### config.mk
export PLATFORM = sky130hd
export DESIGN_NAME = morse_char_serializer
export DESIGN_NICKNAME = d
export VERILOG_FILES = /design/src/sv/mcs_pkg.sv /design/src/sv/morse_char_serializer.sv
export SDC_FILE = /design/constraint.sdc
export NUM_CORES = 1
export LEC_CHECK = 0
export BUFFER_PORTS_ARGS = -buffer_cell sky130_fd_sc_hd__buf_2
export CORE_MARGIN = 2
export CORE_UTILIZATION = 40
export DETAILED_ROUTE_END_ITERATION = 10
export PLACE_DENSITY = 0.57
export SYNTH_ARGS = -nofsm -noshare
export SYNTH_HDL_FRONTEND = slang
export SYNTH_SLANG_ARGS = --single-unit
### constraint.sdc
create_clock -name clk -period 4.3 [get_ports clk]
set_input_delay 1.29 -clock clk [delete_from_list [all_inputs] [get_ports clk]]
set_output_delay 1.29 -clock clk [all_outputs]
set_load 0.005 [all_outputs]
### src/sv/mcs_pkg.sv
// Package for the Morse character serializer: widths, ROM address types and the
// pattern ROM contents with the functions that build and address them.
// Has no dependencies; imported by morse_char_serializer.
package mcs_pkg;

  localparam int CharWidth   = 8;
  localparam int PatWidth    = 23;  // up to 22 elements plus the end marker
  localparam int NumEntries  = 42;
  localparam int AddrWidth   = 6;

  typedef logic [PatWidth-1:0]  pat_t;
  typedef logic [AddrWidth-1:0] rom_addr_t;

  // ROM layout: letters, then digits, then punctuation, then the word gap.
  localparam rom_addr_t IdxLetterA   = 6'd0;
  localparam rom_addr_t IdxDigit0    = 6'd26;
  localparam rom_addr_t IdxComma     = 6'd36;
  localparam rom_addr_t IdxPeriod    = 6'd37;
  localparam rom_addr_t IdxQuestion  = 6'd38;
  localparam rom_addr_t IdxSlash     = 6'd39;
  localparam rom_addr_t IdxApostr    = 6'd40;
  localparam rom_addr_t IdxWordGap   = 6'd41;

  // Word gap: four key-up elements, then the end marker.
  localparam pat_t WordGapPat = 23'h000010;

  // Expands a dot/dash code into its element word, least significant element
  // first. Bit i of sym is 1 when symbol i (sent i-th) is a dash. A dot is
  // one key-down element, a dash three, each followed by a key-up element;
  // two more key-up elements close the character, then the end marker.
  function automatic pat_t morse_word(input logic [2:0] len, input logic [5:0] sym);
    pat_t word;
    int   pos;
    word = '0;
    pos  = 0;
    for (int i = 0; i < 6; i++) begin
      if (i < int'(len)) begin
        if (sym[i]) begin
          word[pos]   = 1'b1;
          word[pos+1] = 1'b1;
          word[pos+2] = 1'b1;
          pos = pos + 4;
        end else begin
          word[pos] = 1'b1;
          pos = pos + 2;
        end
      end
    end
    pos = pos + 2;
    word[pos] = 1'b1;
    return word;
  endfunction

  localparam pat_t PatRom [NumEntries] = '{
    morse_word(3'd2, 6'b000010),  // A
    morse_word(3'd4, 6'b000001),  // B
    morse_word(3'd4, 6'b000101),  // C
    morse_word(3'd3, 6'b000001),  // D
    morse_word(3'd1, 6'b000000),  // E
    morse_word(3'd4, 6'b000100),  // F
    morse_word(3'd3, 6'b000011),  // G
    morse_word(3'd4, 6'b000000),  // H
    morse_word(3'd2, 6'b000000),  // I
    morse_word(3'd4, 6'b001110),  // J
    morse_word(3'd3, 6'b000101),  // K
    morse_word(3'd4, 6'b000010),  // L
    morse_word(3'd2, 6'b000011),  // M
    morse_word(3'd2, 6'b000001),  // N
    morse_word(3'd3, 6'b000111),  // O
    morse_word(3'd4, 6'b000110),  // P
    morse_word(3'd4, 6'b001011),  // Q
    morse_word(3'd3, 6'b000010),  // R
    morse_word(3'd3, 6'b000000),  // S
    morse_word(3'd1, 6'b000001),  // T
    morse_word(3'd3, 6'b000100),  // U
    morse_word(3'd4, 6'b001000),  // V
    morse_word(3'd3, 6'b000110),  // W
    morse_word(3'd4, 6'b001001),  // X
    morse_word(3'd4, 6'b001101),  // Y
    morse_word(3'd4, 6'b000011),  // Z
    morse_word(3'd5, 6'b011111),  // 0
    morse_word(3'd5, 6'b011110),  // 1
    morse_word(3'd5, 6'b011100),  // 2
    morse_word(3'd5, 6'b011000),  // 3
    morse_word(3'd5, 6'b010000),  // 4
    morse_word(3'd5, 6'b000000),  // 5
    morse_word(3'd5, 6'b000001),  // 6
    morse_word(3'd5, 6'b000011),  // 7
    morse_word(3'd5, 6'b000111),  // 8
    morse_word(3'd5, 6'b001111),  // 9
    morse_word(3'd6, 6'b110011),  // comma
    morse_word(3'd6, 6'b101010),  // period
    morse_word(3'd6, 6'b001100),  // question mark
    morse_word(3'd5, 6'b001001),  // slash
    morse_word(3'd6, 6'b011110),  // apostrophe
    WordGapPat                    // anything else
  };

  // Maps a character code to its ROM entry, folding lower case to upper.
  function automatic rom_addr_t char_index(input logic [CharWidth-1:0] c);
    logic [CharWidth-1:0] off;
    rom_addr_t            idx;
    off = '0;
    idx = IdxWordGap;
    priority if (c == 8'd44) begin
      idx = IdxComma;
    end else if (c == 8'd46) begin
      idx = IdxPeriod;
    end else if (c == 8'd63) begin
      idx = IdxQuestion;
    end else if (c == 8'd47) begin
      idx = IdxSlash;
    end else if (c == 8'd39) begin
      idx = IdxApostr;
    end else if (c >= 8'd48 && c <= 8'd57) begin
      off = c - 8'd48;
      idx = IdxDigit0 + off[AddrWidth-1:0];
    end else if (c >= 8'd65 && c <= 8'd90) begin
      off = c - 8'd65;
      idx = IdxLetterA + off[AddrWidth-1:0];
    end else if (c >= 8'd97 && c <= 8'd122) begin
      off = c - 8'd97;
      idx = IdxLetterA + off[AddrWidth-1:0];
    end else begin
      idx = IdxWordGap;
    end
    return idx;
  endfunction

endpackage

### src/sv/morse_char_serializer.sv
// Sequence: the ROM word read for an accepted character is loaded into the shift
// register in LOAD, then its elements leave one per cycle while m_tready holds.
// A character carries 4 to 22 elements; s_tready stays low, so no new character is
// accepted, until the last element of the current one has been taken.
// Reset: rst is synchronous and active high; it returns the block to idle and
// drops any character in progress.
//
// Top level of the Morse character serializer. Depends on mcs_pkg for the
// pattern ROM, its address mapping and the pattern width.
module morse_char_serializer (
  input  logic       clk,
  input  logic       rst,
  // Input items: one character each.
  input  logic       s_tvalid,
  output logic       s_tready,
  input  logic [7:0] s_tdata,   // [7:0] char_code
  // Result items: one keying element each.
  output logic       m_tvalid,
  input  logic       m_tready,
  output logic [7:0] m_tdata,   // [0] key_level, [7:1] zero
  output logic       m_tlast    // last_element
);
  import mcs_pkg::*;

  // Control flow: IDLE takes a character and starts the ROM read, LOAD moves the
  // registered ROM word into the shift register, SEND offers one element per cycle
  // while m_tready holds, until only the end marker is left above bit 0.
  typedef enum logic [1:0] {
    IDLE,
    LOAD,
    SEND
  } state_t;

  state_t state;
  pat_t   rom_q;   // registered read data of the pattern ROM
  pat_t   shift;   // remaining elements, current one in bit 0, end marker above

  logic   in_fire;
  logic   out_fire;
  logic   is_last;

  assign in_fire  = s_tvalid && s_tready;
  assign out_fire = m_tvalid && m_tready;

  // The element in bit 0 is the last one when only the end marker remains
  // above it.
  assign is_last  = (shift[PatWidth-1:1] == {{(PatWidth-2){1'b0}}, 1'b1});

  assign s_tready = (state == IDLE);
  assign m_tvalid = (state == SEND);
  assign m_tdata  = {7'b0, shift[0]};
  assign m_tlast  = is_last;

  // Pattern ROM: synchronous read, addressed straight from the accepted item.
  always_ff @(posedge clk) begin
    if (in_fire) begin
      rom_q <= PatRom[char_index(s_tdata)];
    end
  end

  always_ff @(posedge clk) begin
    if (rst) begin
      state <= IDLE;
    end else begin
      unique case (state)
        IDLE: begin
          if (in_fire) begin
            state <= LOAD;
          end
        end
        LOAD: begin
          shift <= rom_q;
          state <= SEND;
        end
        SEND: begin
          if (out_fire) begin
            shift <= {1'b0, shift[PatWidth-1:1]};
            if (is_last) begin
              state <= IDLE;
            end
          end
        end
        default: begin
          state <= IDLE;
        end
      endcase
    end
  end

`ifndef SYNTH
  // The end marker must never be shifted out while elements are offered.
  a_marker_present: assert property (@(posedge clk) disable iff (rst)
    (state == SEND) |-> (shift[PatWidth-1:1] != '0))
    else $error("end marker lost while sending");

  // An accepted character always leads to the ROM load cycle.
  a_accept_to_load: assert property (@(posedge clk) disable iff (rst)
    in_fire |=> (state == LOAD))
    else $error("accepted character did not start a load");

  // Element output continues until the last element is taken.
  a_send_continues: assert property (@(posedge clk) disable iff (rst)
    (out_fire && !m_tlast) |=> m_tvalid)
    else $error("element stream ended before the last element");

  // After the last element the block is ready for the next character.
  a_last_to_idle: assert property (@(posedge clk) disable iff (rst)
    (out_fire && m_tlast) |=> (s_tready && !m_tvalid))
    else $error("block not idle after the last element");
`endif

endmodule
==> summary.txt <==
Timing
  – Max-slew headroom: 0.3645
  – Slew @ Worst Pin: 953.2 ps
  – Worst Clk Skew: 7.735 ps
  – RSZ-0062 raised after global routing: no
  – Setup violations, final: 0
  – Setup TNS Final: 0 ps
  – Final period utilization: 0.9346
  – Max Freq: 248.8 MHz
  – Tmin final: 4019 ps
  – Max Slew Vio Count: 0
  – Post-Route Hold Slack: 539.8 ps
  – Final Hold Viols: 0

Worst setup path
  – Worst Setup End Kind: flip-flop
  – WP data arrival: 4080 ps
  – Worst Setup Path Type: input pin to flip-flop
  – Worst Setup Start Kind: input pin
  – Required time worst endpoint: 4360 ps
  – Top fanout value on the critical path: 6

Global routing
  – First-pass GRT wire length: 12.54 mm
  – GR peak layer: met2
  – Largest net degree at the start of global routing: 27
  – Initial antenna violation count: 0
  – Total GRT Usage: 0.1782
  – Number of global-route vias before repair: 2416
  – Grt ovf: 0
  – Met3 Use GR: 0.01265
  – Met1 usage: 0.2283
  – Met2 usage: 0.3122

Power
  – Clk pwr share: 0.190
  – Leakage Power: 1.357 nW
  – Logic pwr share: 0.296
  – Seq pwr share: 0.514
  – Sw frac: 0.3059
  – Internal Power: 0.9046 mW
  – Total power: 1.303 mW
  – Cell Pwr Density: 360.5 nW/µm²
  – VDD IR max: 0.1015 mV
  – Net switching power: 0.3986 mW

Flow run
  – Max cap viols: 0

Clock network
  – Post-CTS Hold Fix Bufs: 0
  – Buffer count from post-CTS setup fixing: 0
  – TritonCTS Sinks: 46
  – Num CTS Buffers: 5
  – CTS-repair resized insts: 0
  – CTS tree: done
  – Max Buffers Root-to-Sink: 2
  – Reg clk slew, reported paths: 80 ps
  – Root buffer cell: clkbuf_8
  – Worst skew pair latency: 290 ps
  – Maximum level of the CTS H-tree: 2

Finish
  – P&R area growth vs syn: 8.202%
  – Layout fillers: 765
  – Share of post-route cells with drive strength above 1: 0.2381
  – Final instance area: 3615 µm²
  – Final core occ: 0.4421
  – Diodes inserted: 0
  – Final nets: 366

Detailed routing
  – Final wirelength: 7.730 mm
  – Residual DRC: 0
  – Routed wire length per instance: 17.53 µm
  – Vias: 2520
  – Initial detailed-routing violation count: 272
  – Vias/cell: 5.714
  – Initial DRT Pass Iterations: 5
  – Post-DRT Antenna Nets: 0

Synthesis
  – Syn Inst Count: 314
  – Top FF cell, synth: edfxtp_1
  – EDFF count, synth: 44
  – Post-synth top cells: edfxtp_1, nand2_1, nor2_1
  – Synthesized flop and latch total: 46
  – Sequential fraction of the synthesis area: 0.4075
  – Async set-reset flop share out of synthesis: 0
  – Synth area leaders: edfxtp_1, ha_1, mux2_2
  – Yosys warns: 0
  – Top-area cell type share of the netlist area: 0.3955
  – Dominant cell type by area after synthesis: edfxtp_1
  – Syn_area_per_cell: 10.64 µm²
  – Count leader, synth: edfxtp_1
  – Post-Syn Area: 3341 µm²
  – Synth cell types: 67

Floorplanning
  – I/O pin cnt: 23
  – FP Rows: 33
  – Die Area: 9098 µm²
  – Die width: 95.39 µm
  – Die H: 95.39 µm
  – Core area: 8175 µm²
  – Initial core utilization: 0.4086

Placement
  – DP HPWL: 5.764 mm
  – Final Wtd Congestion: 0.9269
  – Number of port buffers: 15
  – Placed inst area: 3530 µm²

Run status
  – Status: completed

Worst hold path
  – Type of the most critical hold path: flip-flop to flip-flop
[worst max-delay path: stages]
cell and delay [ps]:
buf_2 100, inv_1 130, ha_1 270, nor3b_2 300
nand2_2 110, a311oi_2 320, and2_1 290, ha_1 290
nor2_1 280, o21ai_0 140, and3_1 190, o31ai_1 360
[path summary, 6_finish.rpt]
check                                 from        end  slack, ps  depth (start not counted)
worst min register to register   rom_q[22]  shift[22]        540                          1
worst min-delay path             rom_q[22]  shift[22]        540                          1
worst max register to register    shift[9]   state[0]       2340                          6
worst max-delay path            s_tdata[1]   rom_q[7]        280                         12
[power groups by stage]
stage | clock, mW | sequential (mW) | combinational (mW)
after global placement | 0 | 0.679 | 0.382
after floorplan | 0 | 0.663 | 0.292
final | 0.248 | 0.670 | 0.386
after detailed placement | 0 | 0.682 | 0.386
after CTS | 0.255 | 0.672 | 0.388
after global routing | 0.276 | 0.681 | 0.427
[cells by family after synthesis]
group	after synthesis	synth area share
compound gates	88	0.2064
other cells	1	0.001123
buf+inv	39	0.07078
mux	27	0.08877
fa+ha+maj	19	0.07116
flops	46	0.4075
simple gates	91	0.1464
xor+xnor	3	0.007867
[metrics by stage]
| stage | instances | worst slack [ps] |
|---|---|---|
| after floorplan | 320 | 263.8 |
| after global placement | 433 | 106.7 |
| after detailed placement | 433 | 26.00 |
| after CTS | 441 | 333.7 |
| after global routing | 441 | 16.16 |
| final | 441 | 281.2 |
[cell type report]
cell class / count / area [µm²] / share of cell area
Timing Repair Buffer: 34 / 217.7 / 0.06023
Tap cell: 105 / 131.4 / 0.03634
Inverter: 13 / 48.80 / 0.01350
Multi-Input combinational cell: 235 / 1770 / 0.4898
Sequential cell: 46 / 1361 / 0.3766
Clock buffer: 5 / 68.82 / 0.01904
Clock inverter: 3 / 16.27 / 0.004500
[placed cells by master (no fill, tap or decap), types with 11 or more instances in the layout]
cell type  netlist  final
buf_4           15     19
mux2_2          21     21
inv_1           12     12
buf_2            3     15
a21oi_1         16     16
nand2_1         22     22
nor2_1          22     22
edfxtp_1        44     44
ha_1            19     19
and2_1          11     11
[metal layers]
| layer | share of wire | up-vias |
|---|---|---|
| met5 | 0 | - |
| met4 | 0.021 | 0 |
| met3 | 0.044 | 16 |
| met2 | 0.50 | 93 |
| met1 | 0.44 | 1200 |
| li1 | - | 1211 |
[state kept, by name, summed over array words and instances (netlist names)]
name   flops
rom_q     21
state      2
shift     23
Note: power is estimated with default switching activity, not from simulation.
